### config.mk
export PLATFORM = sky130hd
export DESIGN_NAME = day_number_to_date_core
export DESIGN_NICKNAME = d
export VERILOG_FILES = /design/src/rtl/core/dnd_pkg.sv /design/src/rtl/core/dnd_ctrl.sv /design/src/rtl/core/dnd_dp.sv /design/src/rtl/core/day_number_to_date_core.sv
export SDC_FILE = /design/constraint.sdc
export NUM_CORES = 1
export LEC_CHECK = 0
export BUFFER_PORTS_ARGS = -buffer_cell sky130_fd_sc_hd__buf_2
export CAP_MARGIN = 20
export CELL_PAD_IN_SITES_DETAIL_PLACEMENT = 1
export CELL_PAD_IN_SITES_GLOBAL_PLACEMENT = 1
export CORE_MARGIN = 2
export CORE_UTILIZATION = 45
export DETAILED_ROUTE_END_ITERATION = 7
export MAX_ROUTING_LAYER = met4
export PLACE_DENSITY_LB_ADDON = 0.1
export SYNTH_ARGS = -nofsm -noshare
export SYNTH_HDL_FRONTEND = slang
export SYNTH_SLANG_ARGS = --single-unit
### constraint.sdc
create_clock -name clock -period 4.3 [get_ports clock]
set_clock_uncertainty 0.1 [all_clocks]
set_input_delay 0.215 -clock clock [delete_from_list [all_inputs] [get_ports clock]]
set_output_delay 0.215 -clock clock [all_outputs]
set_load 0.005 [all_outputs]
### src/rtl/core/dnd_pkg.sv
// Shared types, constants and calendar helpers for the day number to date core.
// Used by dnd_ctrl, dnd_dp, the top level and the checker. No dependencies.
package dnd_pkg;

   localparam int SERIAL_W   = 17;
   localparam int DAY_W      = 5;
   localparam int MONTH_W    = 4;
   localparam int YEAR_OUT_W = 12;
   localparam int YEAR_W     = 13;
   localparam int YDAYS_W    = 9;
   localparam int MOD400_W   = 9;

   localparam logic [YDAYS_W-1:0]  DAYS_COMMON_YEAR = 9'd365;
   localparam logic [YDAYS_W-1:0]  DAYS_LEAP_YEAR   = 9'd366;
   localparam logic [MOD400_W-1:0] CENTURY_1        = 9'd100;
   localparam logic [MOD400_W-1:0] CENTURY_2        = 9'd200;
   localparam logic [MOD400_W-1:0] CENTURY_3        = 9'd300;
   localparam logic [MOD400_W-1:0] CYCLE_LAST       = 9'd399;

   localparam logic [MONTH_W-1:0] MONTH_JAN = 4'd1;
   localparam logic [MONTH_W-1:0] MONTH_FEB = 4'd2;
   localparam logic [MONTH_W-1:0] MONTH_APR = 4'd4;
   localparam logic [MONTH_W-1:0] MONTH_JUN = 4'd6;
   localparam logic [MONTH_W-1:0] MONTH_SEP = 4'd9;
   localparam logic [MONTH_W-1:0] MONTH_NOV = 4'd11;
   localparam logic [MONTH_W-1:0] MONTH_DEC = 4'd12;

   typedef enum logic [1:0] {
      ST_IDLE,
      ST_YEARS,
      ST_MONTHS
   } state_type;

   typedef struct packed {
      logic load;
      logic year_step;
      logic month_step;
      logic finish_ok;
      logic finish_oor;
   } cmd_type;

   typedef struct packed {
      logic zero;
      logic span_done;
      logic year_more;
      logic month_more;
   } sts_type;

   function automatic logic [DAY_W-1:0] days_in_month(input logic [MONTH_W-1:0] month,
                                                      input logic leap);
      logic [DAY_W-1:0] days;
      case (month)
         MONTH_FEB: days = leap ? 5'd29 : 5'd28;
         MONTH_APR, MONTH_JUN, MONTH_SEP, MONTH_NOV: days = 5'd30;
         default: days = 5'd31;
      endcase
      return days;
   endfunction

endpackage

### src/rtl/core/dnd_ctrl.sv
// Sequencer for the day number to date core: year phase, month phase, finish.
// Depends on dnd_pkg for the state, command and status types.
module dnd_ctrl (
   input  logic             clock,
   input  logic             reset,
   input  logic             start,
   input  dnd_pkg::sts_type sts,
   output logic             busy,
   output dnd_pkg::cmd_type cmd
);
   import dnd_pkg::*;

   state_type state_ff, state_in;

   always_ff @(posedge clock) begin
      if (reset) begin
         state_ff <= ST_IDLE;
      end else begin
         state_ff <= state_in;
      end
   end

   always_comb begin
      state_in = state_ff;
      cmd      = '0;
      busy     = 1'b1;
      unique case (state_ff)
         ST_IDLE: begin
            busy = 1'b0;
            if (start) begin
               cmd.load = 1'b1;
               state_in = ST_YEARS;
            end
         end
         ST_YEARS: begin
            if (sts.zero || sts.span_done) begin
               cmd.finish_oor = 1'b1;
               state_in       = ST_IDLE;
            end else if (sts.year_more) begin
               cmd.year_step = 1'b1;
            end else begin
               state_in = ST_MONTHS;
            end
         end
         ST_MONTHS: begin
            if (sts.month_more) begin
               cmd.month_step = 1'b1;
            end else begin
               cmd.finish_ok = 1'b1;
               state_in      = ST_IDLE;
            end
         end
         default: begin
            state_in = ST_IDLE;
         end
      endcase
   end

endmodule

### src/rtl/core/dnd_dp.sv
// Datapath for the day number to date core: remainder, year, month and result words.
// Depends on dnd_pkg; driven by commands from dnd_ctrl.
module dnd_dp #(
   parameter int YEAR_SPAN = 256,
   parameter int BASE_YEAR = 1900
) (
   input  logic                              clock,
   input  logic                              reset,
   input  dnd_pkg::cmd_type                  cmd,
   input  logic [dnd_pkg::SERIAL_W-1:0]      req_serial_day,
   output dnd_pkg::sts_type                  sts,
   output logic                              rsp_valid,
   output logic [dnd_pkg::DAY_W-1:0]         rsp_day_of_month,
   output logic [dnd_pkg::MONTH_W-1:0]       rsp_month_num,
   output logic [dnd_pkg::YEAR_OUT_W-1:0]    rsp_year_num,
   output logic                              rsp_out_of_range
);
   import dnd_pkg::*;

   localparam int CNT_W = $clog2(YEAR_SPAN + 1);
   localparam logic [MOD400_W-1:0] BASE_MOD400 = MOD400_W'(BASE_YEAR % 400);
   localparam logic [YEAR_W-1:0]   BASE_YR     = YEAR_W'(BASE_YEAR);
   localparam logic [CNT_W-1:0]    SPAN_CNT    = CNT_W'(YEAR_SPAN);

   logic [SERIAL_W-1:0] rest_ff, rest_in;
   logic [YEAR_W-1:0]   year_ff, year_in;
   logic [MOD400_W-1:0] mod400_ff, mod400_in;
   logic [CNT_W-1:0]    count_ff, count_in;
   logic [MONTH_W-1:0]  month_ff, month_in;

   logic                  rsp_valid_ff, rsp_valid_in;
   logic [DAY_W-1:0]      rsp_day_ff, rsp_day_in;
   logic [MONTH_W-1:0]    rsp_month_ff, rsp_month_in;
   logic [YEAR_OUT_W-1:0] rsp_year_ff, rsp_year_in;
   logic                  rsp_oor_ff, rsp_oor_in;

   logic               leap;
   logic [YDAYS_W-1:0] year_days;
   logic [DAY_W-1:0]   month_days;

   always_comb begin
      leap = (year_ff[1:0] == 2'd0) && (mod400_ff != CENTURY_1) &&
             (mod400_ff != CENTURY_2) && (mod400_ff != CENTURY_3);
      year_days  = leap ? DAYS_LEAP_YEAR : DAYS_COMMON_YEAR;
      month_days = days_in_month(month_ff, leap);

      sts.zero       = (rest_ff == '0);
      sts.span_done  = (count_ff >= SPAN_CNT);
      sts.year_more  = (rest_ff > SERIAL_W'(year_days));
      sts.month_more = (month_ff < MONTH_DEC) && (rest_ff > SERIAL_W'(month_days));
   end

   always_comb begin
      rest_in   = rest_ff;
      year_in   = year_ff;
      mod400_in = mod400_ff;
      count_in  = count_ff;
      month_in  = month_ff;
      if (cmd.load) begin
         rest_in   = req_serial_day;
         year_in   = BASE_YR;
         mod400_in = BASE_MOD400;
         count_in  = '0;
         month_in  = MONTH_JAN;
      end else if (cmd.year_step) begin
         rest_in   = rest_ff - SERIAL_W'(year_days);
         year_in   = year_ff + YEAR_W'(1);
         mod400_in = (mod400_ff == CYCLE_LAST) ? '0 : mod400_ff + MOD400_W'(1);
         count_in  = count_ff + CNT_W'(1);
      end else if (cmd.month_step) begin
         rest_in  = rest_ff - SERIAL_W'(month_days);
         month_in = month_ff + MONTH_W'(1);
      end
   end

   always_comb begin
      rsp_valid_in = cmd.finish_ok || cmd.finish_oor;
      rsp_day_in   = '0;
      rsp_month_in = '0;
      rsp_year_in  = '0;
      rsp_oor_in   = 1'b1;
      if (cmd.finish_ok) begin
         rsp_day_in   = rest_ff[DAY_W-1:0];
         rsp_month_in = month_ff;
         rsp_year_in  = year_ff[YEAR_OUT_W-1:0];
         rsp_oor_in   = 1'b0;
      end
   end

   always_ff @(posedge clock) begin
      rest_ff   <= rest_in;
      year_ff   <= year_in;
      mod400_ff <= mod400_in;
      count_ff  <= count_in;
      month_ff  <= month_in;
      if (rsp_valid_in) begin
         rsp_day_ff   <= rsp_day_in;
         rsp_month_ff <= rsp_month_in;
         rsp_year_ff  <= rsp_year_in;
         rsp_oor_ff   <= rsp_oor_in;
      end
   end

   always_ff @(posedge clock) begin
      if (reset) begin
         rsp_valid_ff <= 1'b0;
      end else begin
         rsp_valid_ff <= rsp_valid_in;
      end
   end

   assign rsp_valid        = rsp_valid_ff;
   assign rsp_day_of_month = rsp_day_ff;
   assign rsp_month_num    = rsp_month_ff;
   assign rsp_year_num     = rsp_year_ff;
   assign rsp_out_of_range = rsp_oor_ff;

endmodule

### src/rtl/core/day_number_to_date_core.sv
// Top level of the serial day number to Gregorian date converter.
// Instantiates dnd_ctrl and dnd_dp; depends on dnd_pkg.
//
// A word is taken when start is high while busy is low. The converter then
// removes one year length per cycle from the day number (up to YEAR_SPAN
// years), then one month length per cycle (up to eleven). It shows the result
// in the cycle in which busy drops, with rsp_valid high for that single cycle.
// The result must be captured then, as it cannot be held off. Day zero and
// day numbers beyond the span both set out_of_range and give zero date fields.
// A new word may be started in the cycle that shows the previous result.
module day_number_to_date_core #(
   parameter int YEAR_SPAN = 256,
   parameter int BASE_YEAR = 1900
) (
   input  logic                              clock,
   input  logic                              reset,
   input  logic                              start,
   output logic                              busy,
   input  logic [dnd_pkg::SERIAL_W-1:0]      req_serial_day,
   output logic                              rsp_valid,
   output logic [dnd_pkg::DAY_W-1:0]         rsp_day_of_month,
   output logic [dnd_pkg::MONTH_W-1:0]       rsp_month_num,
   output logic [dnd_pkg::YEAR_OUT_W-1:0]    rsp_year_num,
   output logic                              rsp_out_of_range
);
   import dnd_pkg::*;

   cmd_type cmd;
   sts_type sts;

   dnd_ctrl u_ctrl (
      .clock (clock),
      .reset (reset),
      .start (start),
      .sts   (sts),
      .busy  (busy),
      .cmd   (cmd)
   );

   dnd_dp #(
      .YEAR_SPAN (YEAR_SPAN),
      .BASE_YEAR (BASE_YEAR)
   ) u_dp (
      .clock            (clock),
      .reset            (reset),
      .cmd              (cmd),
      .req_serial_day   (req_serial_day),
      .sts              (sts),
      .rsp_valid        (rsp_valid),
      .rsp_day_of_month (rsp_day_of_month),
      .rsp_month_num    (rsp_month_num),
      .rsp_year_num     (rsp_year_num),
      .rsp_out_of_range (rsp_out_of_range)
   );

endmodule

==> metrics.txt <==
# TYPE chip_impl_metric gauge
chip_impl_info{name="run_status",value="finished clean"} 1
chip_impl_metric{name="number_of_detailed_routing_iterations_run_before_antenna_repair",unit=""} 4
chip_impl_metric{name="syn-mean-instance-area",unit="um^2"} 9.28
chip_impl_metric{name="clk_transition_reported_paths",unit="ns"} 0.08
chip_impl_metric{name="drive_gt1_share",unit="%"} 15.7
chip_impl_metric{name="postCtsResizedCells",unit=""} 0
chip_impl_metric{name="core_area",unit="mm^2"} 0.00868
chip_impl_metric{name="internal_power",unit="W"} 0.00129
chip_impl_metric{name="timing.final.crit_share",unit="%"} 92.7
chip_impl_metric{name="portion_of_synthesized_cell_area_occupied_by_the_leading_cell_type",unit="%"} 29.1
chip_impl_metric{name="area_growth_syn_to_layout",unit="%"} 13.6
chip_impl_metric{name="viasPerCell",unit=""} 5.58
chip_impl_metric{name="cts-root-to-sink-buffers",unit=""} 2
chip_impl_metric{name="num_rows",unit=""} 34
chip_impl_metric{name="largest_net_degree_at_the_start_of_global_routing",unit=""} 34
chip_impl_metric{name="clkSinkCount",unit=""} 76
chip_impl_metric{name="n_antenna_cell",unit=""} 0
chip_impl_metric{name="routed-via-count",unit=""} 3273
chip_impl_metric{name="max_slew.worst_pin.slew",unit="ns"} 0.872
chip_impl_metric{name="synth-warning-count",unit=""} 0
chip_impl_info{name="layout.cells.most_common",value="sky130_fd_sc_hd__nand2_1"} 1
chip_impl_metric{name="max_clock_freq",unit="MHz"} 251
chip_impl_metric{name="dp_hpwl",unit="um"} 6980
chip_impl_metric{name="layout.nets",unit=""} 509
chip_impl_metric{name="global_route_usage_sum",unit="%"} 21.8
chip_impl_metric{name="p_seq_share",unit="%"} 47.9
chip_impl_info{name="worstSetupStartpoint",value="u_dp.mod400_ff[7]"} 1
chip_impl_metric{name="synthesis.area",unit="mm^2"} 0.00403
chip_impl_metric{name="power_density",unit="mW/mm^2"} 406
chip_impl_metric{name="final_antenna_net_count",unit=""} 0
chip_impl_metric{name="wl_per_cell",unit="um"} 17.0
chip_impl_info{name="layout.cells.most_common_list",value="sky130_fd_sc_hd__nand2_1, sky130_fd_sc_hd__nor2_1, sky130_fd_sc_hd__buf_2, sky130_fd_sc_hd__edfxtp_1, sky130_fd_sc_hd__dfxtp_1"} 1
chip_impl_metric{name="slew-limit-headroom",unit="%"} 41.9
chip_impl_metric{name="clock_buffer_count_from_cts",unit=""} 9
chip_impl_metric{name="met3_layer_usage_reported_by_global_route",unit="%"} 2.98
chip_impl_metric{name="routed_wirelength",unit="um"} 10000
chip_impl_metric{name="drt_iter0_markers",unit=""} 95
chip_impl_metric{name="peakVddDrop",unit="uV"} 205
chip_impl_info{name="crit_path_cell_trace",value="or3b_2, nor3_1, a21oi_1, o22ai_1, a21o_1, nand2_1, o311a_1, ha_1, nand2_1, o2111a_1, o31ai_1, and2b_1, inv_1, o21ai_2, buf_6"} 1
chip_impl_info{name="synth.top_cells.by_area",value="sky130_fd_sc_hd__edfxtp_1, sky130_fd_sc_hd__dfxtp_1, sky130_fd_sc_hd__nand2_1, sky130_fd_sc_hd__nor2_1, sky130_fd_sc_hd__xnor2_1"} 1
chip_impl_metric{name="grt_first_pass_wirelength",unit="um"} 16500
chip_impl_metric{name="synth_seq_area_share",unit="%"} 47.5
chip_impl_info{name="timing.hold.worst.start",value="req_serial_day[2]"} 1
chip_impl_metric{name="synth_nets",unit=""} 469
chip_impl_metric{name="min_period",unit="ns"} 3.99
chip_impl_metric{name="netSwitchingFraction",unit="%"} 30.3
chip_impl_metric{name="syn-instance-count",unit=""} 434
chip_impl_metric{name="setup-violations-final",unit=""} 0
chip_impl_metric{name="synth_edf_count",unit=""} 39
chip_impl_metric{name="dieWidth",unit="um"} 98.6
chip_impl_metric{name="place.gp.congestion",unit=""} 0.861
chip_impl_metric{name="first_global_vias",unit=""} 3380
chip_impl_info{name="critPathMostFrequentCell",value="sky130_fd_sc_hd__nand2_1"} 1
chip_impl_info{name="unrepaired_setup_endpoints_after_global_routing",value="no"} 1
chip_impl_metric{name="layout.core_utilization",unit="%"} 52.7
chip_impl_metric{name="boundaryPins",unit=""} 44
chip_impl_metric{name="globalRouteMet2Util",unit="%"} 36.4
chip_impl_info{name="critPathSlowestCell",value="sky130_fd_sc_hd__or3b_2"} 1
chip_impl_metric{name="placed_cell_area",unit="mm^2"} 0.00433
chip_impl_metric{name="grt_overflow_total",unit=""} 0
chip_impl_metric{name="synth_cell_types",unit=""} 52
chip_impl_metric{name="drc",unit=""} 0
chip_impl_metric{name="chipHeight",unit="um"} 98.6
chip_impl_metric{name="ys_ff_latch",unit=""} 76
chip_impl_info{name="hp-class",value="input port to register"} 1
chip_impl_metric{name="power.share.combinational",unit="%"} 19.0
chip_impl_metric{name="initial_core_util",unit="%"} 46.4
chip_impl_metric{name="proportion_of_register_bits_with_asynchronous_set_or_reset_after_synthesis",unit="%"} 0
chip_impl_metric{name="timing.setup.tns",unit="ns"} 0
chip_impl_metric{name="placement.io_buffers",unit=""} 43
chip_impl_info{name="yosys.area.top_type",value="sky130_fd_sc_hd__edfxtp_1"} 1
chip_impl_metric{name="report.final.hold_viol_count",unit=""} 0
chip_impl_metric{name="timing.critical_path.fanout_max",unit=""} 13
chip_impl_metric{name="grt_antenna_before_repair",unit=""} 0
chip_impl_info{name="criticalPathCategory",value="register to register"} 1
chip_impl_metric{name="cp.arrival",unit="ns"} 3.94
chip_impl_metric{name="slew_violations",unit=""} 0
chip_impl_metric{name="net_switching_component_of_the_power",unit="W"} 0.000562
chip_impl_metric{name="leakagePower",unit="nW"} 1.78
chip_impl_metric{name="cap_viol_max_count",unit=""} 0
chip_impl_info{name="tritoncts",value="yes"} 1
chip_impl_metric{name="final_area",unit="mm^2"} 0.00457
chip_impl_info{name="cts_root_buffer",value="sky130_fd_sc_hd__clkbuf_8"} 1
chip_impl_info{name="critPathCaptureType",value="register"} 1
chip_impl_info{name="startpoint_type",value="register"} 1
chip_impl_metric{name="die_area",unit="mm^2"} 0.00972
chip_impl_info{name="worst_r2r_startpoint",value="u_dp.mod400_ff[7]"} 1
chip_impl_info{name="ys.flop_type",value="sky130_fd_sc_hd__edfxtp_1"} 1
chip_impl_info{name="globalRoute.busiestLayer",value="met2"} 1
chip_impl_metric{name="timing.critical_path.slowest_cell_delay",unit="ns"} 0.51
chip_impl_metric{name="power_frac_clock",unit="%"} 33.1
chip_impl_metric{name="worst-endpoint-required",unit="ns"} 4.26
chip_impl_metric{name="h-tree-depth",unit=""} 3
chip_impl_metric{name="grt_use_met1",unit="%"} 27.0
chip_impl_metric{name="clkLatencyLatePin",unit="ns"} 0.35
cell usage after synthesis (2+ instances only):
cell type	n
sky130_fd_sc_hd__a211oi_1	3
sky130_fd_sc_hd__or4_1	2
sky130_fd_sc_hd__o211ai_1	6
sky130_fd_sc_hd__nand4_1	9
sky130_fd_sc_hd__edfxtp_1	39
sky130_fd_sc_hd__clkbuf_1	17
sky130_fd_sc_hd__a31oi_1	4
sky130_fd_sc_hd__fa_1	2
sky130_fd_sc_hd__nor3_1	12
sky130_fd_sc_hd__nor2b_1	5
sky130_fd_sc_hd__xor2_1	12
sky130_fd_sc_hd__or4_4	2
sky130_fd_sc_hd__buf_4	2
sky130_fd_sc_hd__o311ai_0	5
sky130_fd_sc_hd__and3_1	7
sky130_fd_sc_hd__a21o_1	3
sky130_fd_sc_hd__o21ai_0	22
sky130_fd_sc_hd__nor4_1	4
sky130_fd_sc_hd__xnor2_1	20
sky130_fd_sc_hd__and2_1	16
sky130_fd_sc_hd__o31ai_1	3
sky130_fd_sc_hd__or2_2	2
sky130_fd_sc_hd__o22ai_1	3
sky130_fd_sc_hd__nor2_1	50
sky130_fd_sc_hd__ha_1	13
sky130_fd_sc_hd__nand2_1	53
sky130_fd_sc_hd__mux2i_1	5
sky130_fd_sc_hd__dfxtp_1	37
sky130_fd_sc_hd__and4_1	2
sky130_fd_sc_hd__nand3_1	13
sky130_fd_sc_hd__nand2b_1	3
sky130_fd_sc_hd__buf_2	2
sky130_fd_sc_hd__a21oi_1	18
sky130_fd_sc_hd__inv_1	20
flip-flops by register name, indices dropped and copies added (netlist names):
signal	flops
u_dp.rest_ff	17
u_dp.rsp_year_num	12
u_dp.year_ff	12
u_dp.count_ff	9
u_dp.mod400_ff	9
u_dp.rsp_day_of_month	5
u_dp.month_ff	4
u_dp.rsp_month_num	4
u_ctrl.state_ff	2
u_dp.rsp_out_of_range	1
u_dp.rsp_valid	1
final timing paths:
| check | to | slack [ns] | depth (start not counted) |
|---|---|---|---|
| worst max-delay path | u_dp.rsp_year_num[10] | 0.31 | 15 |
| worst min-delay path | u_dp.rest_ff[2] | 0.04 | 3 |
| worst min register to register | u_dp.count_ff[1] | 0.39 | 2 |
| worst max register to register | u_dp.rsp_year_num[10] | 0.31 | 15 |
per-stage QoR:
stage          total power, W  worst slack, ns  instances  hold slack, ns
3_3_place_gp          0.00124            0.580        569           0.329
3_5_place_dp          0.00126            0.367        569           0.339
5_1_grt               0.00196           0.0170        587          0.0521
6_report              0.00186            0.315        587          0.0421
2_1_floorplan         0.00116            0.379        434           0.187
4_1_cts               0.00187            0.289        586          0.0366
worst max-delay path, delay by kind of cell (launching register included):
family / cells / cell delay [ns]
flip-flops: 1 / 0.42
adder cells (fa/ha/maj): 1 / 0.30
AO/OA/AOI/OAI: 7 / 1.46
AND/OR/NAND/NOR: 5 / 1.01
buffers and inverters: 2 / 0.41
final cells by class:
type                            count  area (um^2)
Clock buffer                        9          124
Clock inverter                      7         98.8
Fill cell                        1031         4110
Inverter                           20         75.1
Multi-Input combinational cell    315         1940
Sequential cell                    76         1910
Tap cell                          108          135
Timing Repair Buffer               52          289
routing by layer:
layer,wire (um),up-vias
li1,-,1607
met1,4410,1586
met2,5010,64
met3,396,16
met4,182,0
met5,0,-
power by group through the flow:
stage	combinational (W)	clock, W	sequential [W]
after floorplan	0.000287	0	0.000868
after detailed placement	0.000352	0	0.000905
after global placement	0.000342	0	0.000902
after CTS	0.000357	0.000630	0.000889
after global routing	0.000403	0.000657	0.000898
final	0.000354	0.000614	0.000889
what timing repair did:
item,4_1_cts,5_1_grt
buffers inserted,0,0
hold endpoints to repair,3,0
hold buffers,1,0
cell families (layout without fill, tap and decap cells):
| family | after synthesis | after routing | share of synthesized area [%] |
|---|---|---|---|
| AND/OR/NAND/NOR | 185 | 185 | 22.2 |
| AO/OA/AOI/OAI | 78 | 78 | 12.7 |
| flip-flops | 76 | 76 | 47.5 |
| buffers and inverters | 43 | 88 | 4.44 |
| XOR/XNOR | 32 | 32 | 6.96 |
| adder cells (fa/ha/maj) | 15 | 15 | 5.03 |
| multiplexers | 5 | 5 | 1.24 |
Note: power is estimated with default switching activity, not from simulation.
